==> config.mk <==
export PLATFORM = sky130hd
export DESIGN_NAME = tlh_ctrl
export DESIGN_NICKNAME = d
export VERILOG_FILES = /design/src/rtl/tlh_pkg.sv /design/src/rtl/tlh_ctrl.sv
export SDC_FILE = /design/constraint.sdc
export NUM_CORES = 1
export LEC_CHECK = 0
export ABC_AREA = 1
export BUFFER_PORTS_ARGS = -buffer_cell sky130_fd_sc_hd__buf_2
export CAP_MARGIN = 20
export CORE_AREA = 2 2 39 41
export DETAILED_ROUTE_END_ITERATION = 6
export DIE_AREA = 0 0 41 43
export PLACE_DENSITY_LB_ADDON = 0.12
export SYNTH_ARGS = -nofsm -noshare
export SYNTH_HDL_FRONTEND = slang
export SYNTH_SLANG_ARGS = --single-unit
export TNS_END_PERCENT = 50
==> constraint.sdc <==
create_clock -name clk -period 1.45 [get_ports clk]
set_clock_uncertainty 0.15 [all_clocks]
set_input_delay 0.2175 -clock clk [delete_from_list [all_inputs] [get_ports clk]]
set_output_delay 0.2175 -clock clk [all_outputs]
set_load 0.005 [all_outputs]
==> src/rtl/tlh_pkg.sv <==
// tlh_pkg: shared constants, result kinds and the control/status structs
// that join the controller and the datapath of the two-level huffman codec
// no dependencies
package tlh_pkg;

  // fixed code geometry
  localparam int MAX_CODE_LENGTH  = 16;
  localparam int FIRST_LEVEL_BITS = 8;
  localparam int SLOTS            = 256;
  localparam int DEFAULT_TABLES   = 16;

  // field widths
  localparam int CODE_W = 16;
  localparam int LEN_W  = 5;
  localparam int SYM_W  = 8;

  localparam logic [7:0] BYTE_MASK = 8'hFF;

  // item commands
  localparam logic [1:0] CMD_LOAD   = 2'd0;
  localparam logic [1:0] CMD_DECODE = 2'd1;
  localparam logic [1:0] CMD_ENCODE = 2'd2;

  // result status codes
  localparam logic [1:0] ST_OK        = 2'd0;
  localparam logic [1:0] ST_ABSENT    = 2'd1;
  localparam logic [1:0] ST_POOL_FULL = 2'd2;

  // what the result register is loaded with
  typedef enum logic [2:0] {
    RES_LOAD_OK,
    RES_INVALID,
    RES_POOL_FULL,
    RES_DECODE,
    RES_ENCODE
  } res_kind_t;

  // controller to datapath
  typedef struct packed {
    logic      capture;
    logic      fl_read;
    logic      sl_read;
    logic      enc_read;
    logic      sweep_start;
    logic      sweep_alloc;
    logic      sweep_step;
    logic      enc_write;
    logic      result_load;
    res_kind_t kind;
  } ctrl_cmd_t;

  // datapath to controller
  typedef struct packed {
    logic [1:0] cmd;
    logic       len_bad;
    logic       is_short;
    logic       link_zero;
    logic       pool_full;
    logic       sweep_last;
    logic       out_free;
  } dp_status_t;

endpackage

==> src/rtl/tlh_ctrl.sv <==
// tlh_ctrl: sequencing state machine of the huffman table codec
// depends on tlh_pkg for the command/status structs and codes
module tlh_ctrl (
  input  logic               clk,
  input  logic               rst,
  input  logic               in_valid,
  output logic               in_stall,
  input  tlh_pkg::dp_status_t stat,
  output tlh_pkg::ctrl_cmd_t  ctl
);
  import tlh_pkg::*;

  typedef enum logic [2:0] {
    S_IDLE,
    S_DISPATCH,
    S_LONG,
    S_SWEEP,
    S_DECODE,
    S_FINISH
  } state_t;

  state_t    state, state_next;
  res_kind_t kind, kind_next;

  // one item in flight at a time
  assign in_stall = (state != S_IDLE);

  // next state and datapath commands
  always_comb begin
    ctl        = '0;
    ctl.kind   = kind;
    state_next = state;
    kind_next  = kind;
    unique case (state)
      S_IDLE: begin
        if (in_valid) begin
          ctl.capture = 1'b1;
          state_next  = S_DISPATCH;
        end
      end
      S_DISPATCH: begin
        priority if (stat.cmd == CMD_LOAD && stat.len_bad) begin
          kind_next  = RES_INVALID;
          state_next = S_FINISH;
        end else if (stat.cmd == CMD_LOAD && stat.is_short) begin
          ctl.sweep_start = 1'b1;
          state_next      = S_SWEEP;
        end else if (stat.cmd == CMD_LOAD) begin
          ctl.fl_read = 1'b1;
          state_next  = S_LONG;
        end else if (stat.cmd == CMD_DECODE) begin
          ctl.fl_read = 1'b1;
          state_next  = S_DECODE;
        end else if (stat.cmd == CMD_ENCODE) begin
          ctl.enc_read = 1'b1;
          kind_next    = RES_ENCODE;
          state_next   = S_FINISH;
        end else begin
          kind_next  = RES_INVALID;
          state_next = S_FINISH;
        end
      end
      // long code: first-level slot of the prefix has been read
      S_LONG: begin
        priority if (!stat.link_zero) begin
          ctl.sweep_start = 1'b1;
          state_next      = S_SWEEP;
        end else if (stat.pool_full) begin
          kind_next  = RES_POOL_FULL;
          state_next = S_FINISH;
        end else begin
          ctl.sweep_alloc = 1'b1;
          state_next      = S_SWEEP;
        end
      end
      S_SWEEP: begin
        ctl.sweep_step = 1'b1;
        if (stat.sweep_last) begin
          kind_next  = RES_LOAD_OK;
          state_next = S_FINISH;
        end
      end
      // follow the link into the second level when there is one
      S_DECODE: begin
        ctl.sl_read = !stat.link_zero;
        kind_next   = RES_DECODE;
        state_next  = S_FINISH;
      end
      S_FINISH: begin
        if (stat.out_free) begin
          ctl.result_load = 1'b1;
          ctl.enc_write   = (kind == RES_LOAD_OK);
          state_next      = S_IDLE;
        end
      end
      default: state_next = S_IDLE;
    endcase
  end

  // state and registered result kind
  always_ff @(posedge clk) begin
    if (rst) begin
      state <= S_IDLE;
      kind  <= RES_INVALID;
    end else begin
      state <= state_next;
      kind  <= kind_next;
    end
  end

endmodule

==> Yosys cells after proc, flatten, opt, wreduce, memory -nomap -nowiden <==
Index checks and enable logic that the tools add are counted.
{ "totals": {"ff_bits": 6, "output_inout_bits": 13} }
{ "classes": {"eq_ne": 15, "n_mux": 42, "n_reduce_logical": 10} }
{ "ops": {"columns": ["operator", "count"], "rows": [
  ["2-to-1 mux 3 bit", 16],
  ["2-to-1 mux 1 bit", 20],
  ["one-hot mux 3 bit (6 select lines)", 1],
  ["one-hot mux 3 bit (4 select lines)", 1],
  ["!= test 2 bit (second input constant)", 5],
  ["!= test 3 bit (second input constant)", 3],
  ["AND reduction 7 bit", 1],
  ["equality test 3 x 2 -> 1 bit (second input constant)", 2],
  ["equality test 3 bit (second input constant)", 2],
  ["zero test 3 bit", 2],
  ["2-to-1 mux 2 bit", 3],
  ["nonzero test 4 bit", 1],
  ["equality test 3 x 1 -> 1 bit (second input constant)", 1],
  ["AND reduction 3 bit", 1],
  ["nonzero test 3 bit", 1],
  ["equality test 2 x 1 -> 1 bit (second input constant)", 1],
  ["equality test 2 bit (second input constant)", 1],
  ["logical AND 1 bit", 2],
  ["zero test 2 bit", 1],
  ["one-hot mux 1 bit (2 select lines)", 1],
  ["zero test 1 bit", 1]
]} }

==> Logic depth before layout (Yosys ltp) <==
Gate-level depths: netlist of run 1.
{ "logic_depth": {"depth_word": 7, "depth_mapped": 8} }

==> Worst setup path after synthesis of run 1 <==
Ideal clock, no wire load.
{ "synth_path": {"kind": "register to output", "start": "reg state[0]", "end": "out ctl[8] (netlist bit)", "arrival_ns": 1.013, "slack_ns": 0.070, "stages_incl_launch_ff": 7, "n_path_buf": 1, "cell_sequence": "dfxtp_1 -> buf_2 -> o21ai_1 -> nand2_2 -> nor2_4 -> nand2_1 -> nor2_1"} }
{ "synth_rtl": {"columns": ["item", "line_no", "source"], "rows": [
  ["start: declaration", "tlh_ctrl.sv:22", "state_t state, state_next;"],
  ["start signal: assignment", "tlh_ctrl.sv:106", "state <= state_next;"],
  ["end: declaration", "tlh_ctrl.sv:9", "output tlh_pkg::ctrl_cmd_t ctl"]
]} }

==> results of run 1 <==
[report_power, final]
part	total (mW)	leakage [nW]	switching, mW	internal (mW)
Clock	0.155	0.0138	0.0613	0.0937
Sequential	0.231	0.0515	0.0396	0.192
Combinational	0.344	0.410	0.163	0.180
Total	0.730	0.475	0.264	0.466
[per-stage QoR]
stage,util,hold slack (ns)
CTS,0.581,0.166
global route,0.630,0.215
floorplan,-,0.137
detailed placement,0.512,0.257
global placement,0.512,0.256
finish,0.630,0.189
[cells by family after synthesis]
family          synth area share
simple gates               0.548
buf+inv                    0.143
compound gates            0.0810
flops                      0.229
[what timing repair did]
action	4_1_cts	5_1_grt
pin swaps	3	3
hold buffers	1	0
setup endpoints to repair	10	10
gates resized for setup	15	9
hold endpoints to repair	2	0
setup buffers	2	2
[placed cells by master (no fill, tap or decap)]
cell / netlist / layout
nor2_1: 16 / 12
dfxtp_4: 0 / 3
nor2_4: 1 / 3
buf_12: 0 / 1
or2_1: 1 / 1
inv_4: 1 / 1
o21ai_0: 1 / 1
buf_2: 1 / 22
inv_6: 0 / 1
nand2_4: 1 / 1
buf_4: 1 / 9
nand3_4: 0 / 1
nand3b_1: 2 / 2
o21ai_4: 0 / 1
dlygate4sd3_1: 0 / 1
dfxtp_1: 6 / 3
nor4_1: 1 / 1
clkbuf_4: 0 / 3
a21oi_1: 4 / 4
nor3_2: 0 / 1
nand2_1: 21 / 21
a31oi_1: 1 / 1
o22ai_1: 1 / 1
inv_1: 14 / 14
nand4_1: 2 / 2
nor2_2: 3 / 5
nand2_2: 2 / 2
nand3_2: 0 / 2
nand3_1: 10 / 7
buf_6: 0 / 3
[layout make-up]
| cell class | instances | share of cell area |
|---|---|---|
| multi-input combinational | 69 | 0.446 |
| timing repair buffer | 36 | 0.277 |
| sequential | 6 | 0.151 |
| inverter | 16 | 0.0775 |
| clock buffer | 3 | 0.0258 |
| tap | 16 | 0.0230 |
[Yosys cell counts]
library cell and count:
a21oi_1 4, a31oi_1 1, buf_2 1, buf_4 1, dfxtp_1 6, inv_1 14
inv_2 1, inv_4 1, nand2_1 21, nand2_2 2, nand2_4 1, nand3_1 10
nand3b_1 2, nand4_1 2, nor2_1 16, nor2_2 3, nor2_4 1, nor3_1 1
nor4_1 1, o21ai_0 1, o21ai_1 1, o22ai_1 1, or2_1 1
[layer usage]
metal,share of wire,global-route usage,up-vias,wire length (µm)
li1,-,-,368,-
met1,0.44,0.253,301,673
met2,0.48,0.294,18,727
met3,0.034,0.0314,8,52
met4,0.043,0.120,0,65
met5,0,0,-,0
[worst max path at each step]
| stage | from | end | slack [ns] | cells after the start |
|---|---|---|---|---|
| 2_1_floorplan | state[0] | ctl[8] | 0.07 | 6 |
| 3_3_place_gp | state[2] | ctl[7] | -0.02 | 5 |
| 5_1_grt | state[0] | ctl[7] | -0.31 | 5 |
| 6_report | state[0] | ctl[7] | -0.25 | 5 |
| 3_5_place_dp | state[0] | ctl[7] | -0.05 | 4 |
| 4_1_cts | state[1] | ctl[8] | -0.17 | 6 |
[registers in the layout, indices dropped and copies added, names as in the netlist]
register and flops:
kind 3, state 3
[worst max-delay path: cells and delay by family, from the launching register on]
family	cells	cell delay (ns)
AO/OA/AOI/OAI	1	0.11
buffers and inverters	2	0.25
flip-flops	1	0.41
AND/OR/NAND/NOR	2	0.30
==> summary.md, run 1 <==
| Metric | Value |
|---|---|
| Status | finished, violations left |
| Violated checks | setup timing |
| Rows | 14 |
| Crit path cell chain | buf_12 > nand3_4 > or2_1 > o22ai_1 > buf_2 |
| Initial antenna violation count | 0 |
| Worst path max stage delay | 0.41 ns |
| Final Wtd Congestion | 0.894 |
| Hold path depth | 4 |
| Hold Crit Start | stat[0] |
| Worst R2R Start | state[2] |
| Drt wl/cell | 10.4 µm |
| Yosys reg bits | 6 |
| Initial Util | 0.380 |
| First-pass GRT wire length | about 2400 µm |
| Crit path kind | reg -> out |
| Worst r2r dst | kind[2] |
| Fraction of layout cells with a size suffix above 1 | 0.454 |
| R2R setup slack | -0.04 ns |
| Die area | 0.00176 mm² |
| Sequential share of the synthesized area | 0.229 |
| Clk pin slew, worst setup/hold paths | roughly 0.040 ns |
| Final Total Pwr | 0.730 mW |
| Worst Path Required | 1.08 ns |
| Fin. Hold Viols | 0 |
| Post-Place Setup Slack | -0.0476 ns |
| Worst min-delay path category | in -> reg |
| Multi-input gate area | about 400 µm² |
| Vias in the first global route | 579 |
| Fillcell total | approximately 140 |
| Syn nets | 104 |
| N_diodes | 0 |
| Pleak | 0.475 nW |
| Area grow syn2layout | 66.0% |
| Die width | 41 µm |
| Design area | 872 µm² |
| Largest net degree at the start of global routing | 9 |
| Worst vdd ir | 0.000392 V |
| Port buffer count | 23 |
| Area contributors post-synth | dfxtp_1, nand2_1, nor2_1, inv_1, nand3_1 |
| Max-Cap Viols | 0 |
| Remaining DRCs | 0 |
| Chip height | 43 µm |
| Htree depth | 1 |
| Non-Filler Instances | 146 |
| Synthesis warning total | 0 |
| Post-route setup TNS | -1.12 ns |
| Nets | 143 |
| Slew margin rel. | 0.868 |
| Wirelength, routed | around 1500 µm |
| RSZ-0062 raised after global routing | true |
| Placed insts | 138 |
| Hpwl dp | 1140 µm |
| TritonCTS clock tree | built |
| Worst Reg-to-Reg Cells | 8 |
| Worst skew pair latency | between 0.2 and 0.3 ns |
| Mapped Cells | 93 |
| Fmax | around 590 MHz |
| Pwr dens | between 800 and 900 mW/mm² |
| Arr. time, crit path | 1.33 ns |
| Top-area cell type share of the netlist area | 0.229 |
| CTS max path bufs | 2 |
| ANT nets after route | 0 |
| Vias | 695 |
| Pins Over Slew Limit | 0 |
| Fin worst setup slack | -0.247 ns |
| DR iter-0 viols | 8 |
| Final Setup Violations | 10 |
| Synth cell types | 23 |
| Boundary Pins | 24 |
| Floorplan core area | between 0.001 and 0.0015 mm² |
| Tcrit/Tclk final | 1.17 |
| Post-DP Area | slightly above 700 µm² |
| Root buffer cell | clkbuf_4 |
| TritonRoute pass-1 iters | 4 |
| CP max FO | 6 |
| Synthesized area | 526 µm² |
| Syn avg cell area | 5.65 µm² |
| Total area of sequential cells | 131 µm² |
| WHS Endpoint | state[2] |
| Clock sink count | 6 |
| Largest area contributor in the netlist | dfxtp_1 |
| Critical Path Sink Type | output port |
| Clock period minus worst slack | 1.70 ns |
| Num CTS Buffers | 3 |
| Tightest Pin Transition | around 0.2 ns |
| Vias/cell | between 4 and 5 |
| Startpoint types | flip-flop |
| Critical-path top delay cell | dfxtp_4 |
| Total grt overflow | 0 |
| Tot GR Track Use | 0.198 |
Power figures use the tool's default switching activity.
==> run 2, diff against run 1 <==
--- a/config.mk
+++ b/config.mk
@@ -11,7 +11,9 @@
 export CORE_AREA = 2 2 39 41
 export DETAILED_ROUTE_END_ITERATION = 6
 export DIE_AREA = 0 0 41 43
+export GPL_TIMING_DRIVEN = 0
 export PLACE_DENSITY_LB_ADDON = 0.12
+export SETUP_SLACK_MARGIN = 0.15
 export SYNTH_ARGS = -nofsm -noshare
 export SYNTH_HDL_FRONTEND = slang
 export SYNTH_SLANG_ARGS = --single-unit
==> summary.md, run 2 (synthesis gave the netlist of run 1 again) <==
| Metric | Value |
|---|---|
| WHS Endpoint | state[2] (unchanged) |
| Design area | 972 µm² (was 872 µm²) |
| Post-Place Setup Slack | -0.0315 ns (was -0.0476 ns) |
| Boundary Pins | 24 (unchanged) |
| CP max FO | 6 (unchanged) |
| Largest net degree at the start of global routing | 8 (was 9) |
| Worst vdd ir | 0.000568 V (was 0.000392 V) |
| Hold Crit Start | stat[0] (unchanged) |
| DR iter-0 viols | 16 (was 8) |
| Hold path depth | 4 (unchanged) |
| Startpoint types | flip-flop (unchanged) |
| Worst skew pair latency | 0.25 ns (about the same) |
| Tcrit/Tclk final | 1.17 (about the same) |
| Num CTS Buffers | 3 (unchanged) |
| N_diodes | 0 (unchanged) |
| Violated checks | setup timing (unchanged) |
| First-pass GRT wire length | 2690 µm (was 2350 µm) |
| Worst r2r dst | kind[2] (unchanged) |
| Tot GR Track Use | 0.225 (was 0.198) |
| Initial Util | 0.380 (unchanged) |
| RSZ-0062 raised after global routing | true (unchanged) |
| Clk pin slew, worst setup/hold paths | 0.05 ns (was 0.04 ns) |
| Rows | 14 (unchanged) |
| Worst Path Required | 1.08 ns (about the same) |
| Clock period minus worst slack | 1.69 ns (was 1.70 ns) |
| Slew margin rel. | 0.862 (was 0.868) |
| Pins Over Slew Limit | 0 (unchanged) |
| Tightest Pin Transition | 0.205 ns (was 0.197 ns) |
| Die width | 41 µm (unchanged) |
| Remaining DRCs | 0 (unchanged) |
| Hpwl dp | 1070 µm (was 1140 µm) |
| Vias/cell | 4.98 (was 4.76) |
| TritonCTS clock tree | built (unchanged) |
| Critical Path Sink Type | output port (unchanged) |
| Htree depth | 1 (unchanged) |
| Initial antenna violation count | 0 (unchanged) |
| ANT nets after route | 0 (unchanged) |
| Fraction of layout cells with a size suffix above 1 | 0.552 (was 0.454) |
| Crit path from | state[2] (was state[0]) |
| Floorplan core area | 0.00138 mm² (unchanged) |
| Nets | 146 (was 143) |
| Chip height | 43 µm (unchanged) |
| Post-DP Area | 726 µm² (was 708 µm²) |
| Worst Reg-to-Reg Cells | 10 (was 8) |
| Most frequent cells in the layout | buf_2, nand2_1, inv_1, nor2_1, buf_4 (unchanged) |
| Final Wtd Congestion | 0.828 (was 0.894) |
| Multi-input gate area | 465 µm² (was 389 µm²) |
| CTS max path bufs | 2 (unchanged) |
| Vias | 747 (was 695) |
| Final Total Pwr | 0.810 mW (was 0.730 mW) |
| Total grt overflow | 0 (unchanged) |
| R2R setup slack | -0.16 ns (was -0.04 ns) |
| Total area of sequential cells | 126 µm² (was 131 µm²) |
| Clock sink count | 6 (unchanged) |
| Port buffer count | 23 (unchanged) |
| Root buffer cell | clkbuf_4 (unchanged) |
| Crit path kind | reg -> out (unchanged) |
| Status | finished, violations left (unchanged) |
| Final Setup Violations | 12 (was 10) |
| Wirelength, routed | 1700 µm (was 1520 µm) |
| Fin. Hold Viols | 0 (unchanged) |
| Max-Cap Viols | 0 (unchanged) |
| Pleak | 0.513 nW (was 0.475 nW) |
| Vias in the first global route | 646 (was 579) |
| Biggest regs | kind (3), state (3) (unchanged) |
| Worst R2R Start | state[0] (was state[2]) |
| TritonRoute pass-1 iters | 4 (unchanged) |
| Arr. time, crit path | 1.32 ns (was 1.33 ns) |
| Fmax | 591 MHz (was 589 MHz) |
| Post-route setup TNS | -1.45 ns (was -1.12 ns) |
| Fin worst setup slack | -0.242 ns (was -0.247 ns) |
| Fillcell total | 120 (was 136) |
| Commonest non-fill, non-tap cell in the layout | buf_2 (unchanged) |
| Area grow syn2layout | 85.0% (was 66.0%) |
| Die area | 0.00176 mm² (unchanged) |
| Pwr dens | 833 mW/mm² (was 837 mW/mm²) |
| Drt wl/cell | 11.3 µm (was 10.4 µm) |
| Worst min-delay path category | in -> reg (unchanged) |
## run 2: critical path, cell delays in order (launching register included)
cell,delay [ns]
dfxtp_2,0.32
buf_8,0.14
inv_8,0.08
nand3_4,0.09
or2_4,0.24
o22ai_2,0.07
buf_2,0.12
## run 2: final cells by class
class                           instances  area share
Buffer                                  2      0.0270
Clock buffer                            4      0.0270
Inverter                               16      0.0721
Multi-Input combinational cell         69       0.479
Sequential cell                         6       0.130
Tap cell                               16      0.0206
Timing Repair Buffer                   37       0.245
## run 2: how the worst max path moves through the flow
stage | slack (ns) | cells after the start | end
6_report | -0.24 | 6 | ctl[7]
5_1_grt | -0.33 | 8 | ctl[8]
4_1_cts | -0.23 | 6 | ctl[7]
3_5_place_dp | -0.03 | 8 | ctl[8]
3_3_place_gp | -0.02 | 8 | ctl[8]
2_1_floorplan | 0.14 | 7 | ctl[8]
## run 2: routing by layer
| layer | global-route usage | vias up | share of wire |
|---|---|---|---|
| li1 | - | 379 | - |
| met1 | 0.285 | 339 | 0.42 |
| met2 | 0.334 | 27 | 0.52 |
| met3 | 0.115 | 2 | 0.052 |
| met4 | 0.0400 | 0 | 0.0047 |
| met5 | 0 | - | 0 |
## run 2: timing repair
item | CTS | global route
buffers inserted | 10 | 2
gates cloned | 1 | 0
hold buffers | 1 | 0
gates resized for setup | 11 | 18
setup endpoints to repair | 15 | 16
hold endpoints to repair | 2 | 0
pin swaps | 11 | 14
## run 2: report_power, final
part / switching (mW) / internal, mW / leakage [nW]
sequential: 0.0230 / 0.191 / 0.0509
clock: 0.0633 / 0.104 / 0.0150
combinational: 0.219 / 0.210 / 0.447
## run 2: per-stage QoR
step / cells / utilization / hold WS (ns)
2_1_floorplan: 93 / - / 0.129
3_3_place_gp: 132 / 0.524 / 0.258
3_5_place_dp: 132 / 0.524 / 0.257
4_1_cts: 148 / 0.640 / 0.167
5_1_grt: 150 / 0.703 / 0.190
6_report: 150 / 0.703 / 0.180
==> run 3, diff against run 2 <==
--- a/config.mk
+++ b/config.mk
@@ -5,7 +5,7 @@
 export SDC_FILE = /design/constraint.sdc
 export NUM_CORES = 1
 export LEC_CHECK = 0
-export ABC_AREA = 1
+export ABC_AREA = 0
 export BUFFER_PORTS_ARGS = -buffer_cell sky130_fd_sc_hd__buf_2
 export CAP_MARGIN = 20
 export CORE_AREA = 2 2 39 41
==> summary.md, run 3 <==
| Metric | Value |
|---|---|
| Status | finished, violations left (unchanged) |
| Violated checks | setup timing (unchanged) |
| Post-route setup TNS | -0.564 ns (was -1.45 ns) |
| TritonRoute pass-1 iters | 3 (was 4) |
| Primary FF master, synth | dfxtp_1 (unchanged) |
| Fillcell total | 127 (was 120) |
| Total grt overflow | 0 (unchanged) |
| Htree depth | 1 (unchanged) |
| Asr flop ratio synth | 0 (unchanged) |
| Synthesis warning total | 0 (unchanged) |
| Root buffer cell | clkbuf_4 (unchanged) |
| Tot GR Track Use | 0.192 (was 0.225) |
| Nets | 115 (was 146) |
| Pwr dens | 773 mW/mm² (was 833 mW/mm²) |
| Net Sw Frac | 0.341 (was 0.377) |
| Fin util | 0.605 (was 0.703) |
| Port buffer count | 23 (unchanged) |
| First-pass GRT wire length | 2280 µm (was 2690 µm) |
| Startpoint types | flip-flop (unchanged) |
| Initial antenna violation count | 0 (unchanged) |
| Remaining DRCs | 0 (unchanged) |
| Syn avg cell area | 7.82 µm² (was 5.65 µm²) |
| Vias in the first global route | 532 (was 646) |
| Largest net degree at the start of global routing | 8 (unchanged) |
| Initial Util | 0.367 (was 0.380) |
| Yosys reg bits | 6 (unchanged) |
| Clock period minus worst slack | 1.60 ns (was 1.69 ns) |
| Hold-fix buffers at CTS | 0 (was 1) |
| Num CTS Buffers | 3 (unchanged) |
| Clock Power Share | 0.264 (was 0.207) |
| Switching power | 0.220 mW (was 0.305 mW) |
| Mapped Cells | 65 (was 93) |
| Largest area contributor in the netlist | dfxtp_1 (unchanged) |
| Synthesized area | 508 µm² (was 526 µm²) |
| Die width | 41 µm (unchanged) |
| Die area | 0.00176 mm² (unchanged) |
| Post-synth top cells | dfxtp_1, nand2_1, nor2_1, inv_1, nor3_1 (was nand2_1, nor2_1, inv_1, nand3_1, dfxtp_1) |
| Area contributors post-synth | dfxtp_1, nor3_1, nand2_1, nor2_1, a21oi_1 (was dfxtp_1, nand2_1, nor2_1, inv_1, nand3_1) |
| Worst skew pair latency | 0.25 ns (about the same) |
| Multi-input gate area | 415 µm² (was 465 µm²) |
| Arr. time, crit path | 1.23 ns (was 1.32 ns) |
| Pins Over Slew Limit | 0 (unchanged) |
| Tightest Pin Transition | 0.361 ns (was 0.205 ns) |
| Total area of sequential cells | 129 µm² (was 126 µm²) |
| Hpwl dp | 1010 µm (was 1070 µm) |
| CTS max path bufs | 2 (unchanged) |
| DR iter-0 viols | 11 (was 16) |
| Sequential Power Share | 0.303 (was 0.264) |
| Post-Place Setup Slack | -0.0551 ns (was -0.0315 ns) |
| Slew margin rel. | 0.758 (was 0.862) |
| CP max FO | 5 (was 6) |
| Rows | 14 (unchanged) |
| Comb power frac | 0.434 (was 0.529) |
| Clock sink count | 6 (unchanged) |
| Clk pin slew, worst setup/hold paths | 0.05 ns (about the same) |
| Floorplan core area | 0.00138 mm² (unchanged) |
| Vias | 623 (was 747) |
| Final Wtd Congestion | 0.723 (was 0.828) |
| Synth cell types | 34 (was 23) |
| N_diodes | 0 (unchanged) |
| TritonCTS clock tree | built (unchanged) |
| Most frequent cells in the layout | buf_2, buf_4 (was buf_2, nand2_1, inv_1, nor2_1, buf_4) |
| Pleak | 0.370 nW (was 0.513 nW) |
| Biggest regs | kind (3), state (3) (unchanged) |
| Critical Path Sink Type | output port (unchanged) |
| Worst vdd ir | 0.000711 V (was 0.000568 V) |
| Wirelength, routed | 1470 µm (was 1700 µm) |
| Fin. Hold Viols | 0 (unchanged) |
| Fmax | 626 MHz (was 591 MHz) |
| EDFF count, synth | 0 (unchanged) |
| Syn nets | 76 (was 104) |
| Tcrit/Tclk final | 1.10 (was 1.17) |
| Worst Path Required | 1.08 ns (about the same) |
| Chip height | 43 µm (unchanged) |
| Crit path kind | reg -> out (unchanged) |
| Worst min-delay path category | in -> reg (unchanged) |
| Fin worst setup slack | -0.149 ns (was -0.242 ns) |
| Max-Cap Viols | 0 (unchanged) |
| Placed insts | 104 (was 132) |
| RSZ-0062 raised after global routing | true (unchanged) |
| ANT nets after route | 0 (unchanged) |
| Sequential share of the synthesized area | 0.236 (was 0.229) |
| Final Total Pwr | 0.647 mW (was 0.810 mW) |
| Top-area cell type share of the netlist area | 0.236 (was 0.229) |
| Final Setup Violations | 8 (was 12) |
| Non-Filler Instances | 119 (was 150) |
| Internal power | 0.427 mW (was 0.505 mW) |
| Drt wl/cell | 12.4 µm (was 11.3 µm) |
| Commonest non-fill, non-tap cell in the layout | buf_2 (unchanged) |
| Boundary Pins | 24 (unchanged) |
| Area grow syn2layout | 64.8% (was 85.0%) |
| Vias/cell | 5.24 (was 4.98) |
| Fraction of layout cells with a size suffix above 1 | 0.602 (was 0.552) |
[run 3: cell type report]
type,count,share of cell area
flip-flops and latches,6,0.154
plain buffers,2,0.0269
multi-input cells,52,0.496
inverters,5,0.0224
repair buffers,34,0.245
clock buffers,4,0.0314
well taps,16,0.0239
[run 3: what timing repair did]
item                       CTS  global route
resized for setup            9             7
setup endpoints to repair   15            16
pin swaps                    2             2
setup buffers                8             3
[run 3: final timing paths]
kind,start,endpoint,slack [ns],cells after the start
min reg2reg,kind[1],kind[1],0.37,2
max reg2reg,state[1],kind[1],-0.05,6
max,state[1],ctl[7],-0.15,4
min,rst,state[1],0.03,2
[run 3: critical path: stages (launching register included)]
cell and delay (ns):
dfxtp_4 0.38, inv_2 0.04, or3_1 0.32, a21oi_2 0.13
buf_2 0.11
[run 3: power by group through the flow]
| stage | registers, mW | logic (mW) | clock network [mW] |
|---|---|---|---|
| 2_1_floorplan | 0.197 | 0.142 | 0 |
| 3_3_place_gp | 0.199 | 0.209 | 0 |
| 3_5_place_dp | 0.199 | 0.210 | 0 |
| 4_1_cts | 0.196 | 0.248 | 0.176 |
| 5_1_grt | 0.197 | 0.309 | 0.187 |
| 6_report | 0.196 | 0.281 | 0.171 |
[run 3: cell families after synthesis]
| kind of cell | after synthesis | synth area share |
|---|---|---|
| mux | 2 | 0.0394 |
| compound gates | 21 | 0.320 |
| buf+inv | 7 | 0.0690 |
| simple gates | 29 | 0.335 |
| flops | 6 | 0.236 |
[run 3: stage by stage]
step / hold slack [ns] / cell area (µm²)
floorplan: 0.130 / 538
global route: 0.0343 / 837
detailed placement: 0.291 / 673
CTS: 0.0275 / 786
global placement: 0.286 / 673
finish: 0.0308 / 837
[run 3: layer usage]
metal | wire, µm | global-route usage | share of wire
met1 | 657 | 0.249 | 0.45
met2 | 738 | 0.300 | 0.50
met3 | 75 | 0.0785 | 0.051
met4 | 0 | 0.0200 | 0
met5 | 0 | 0 | 0
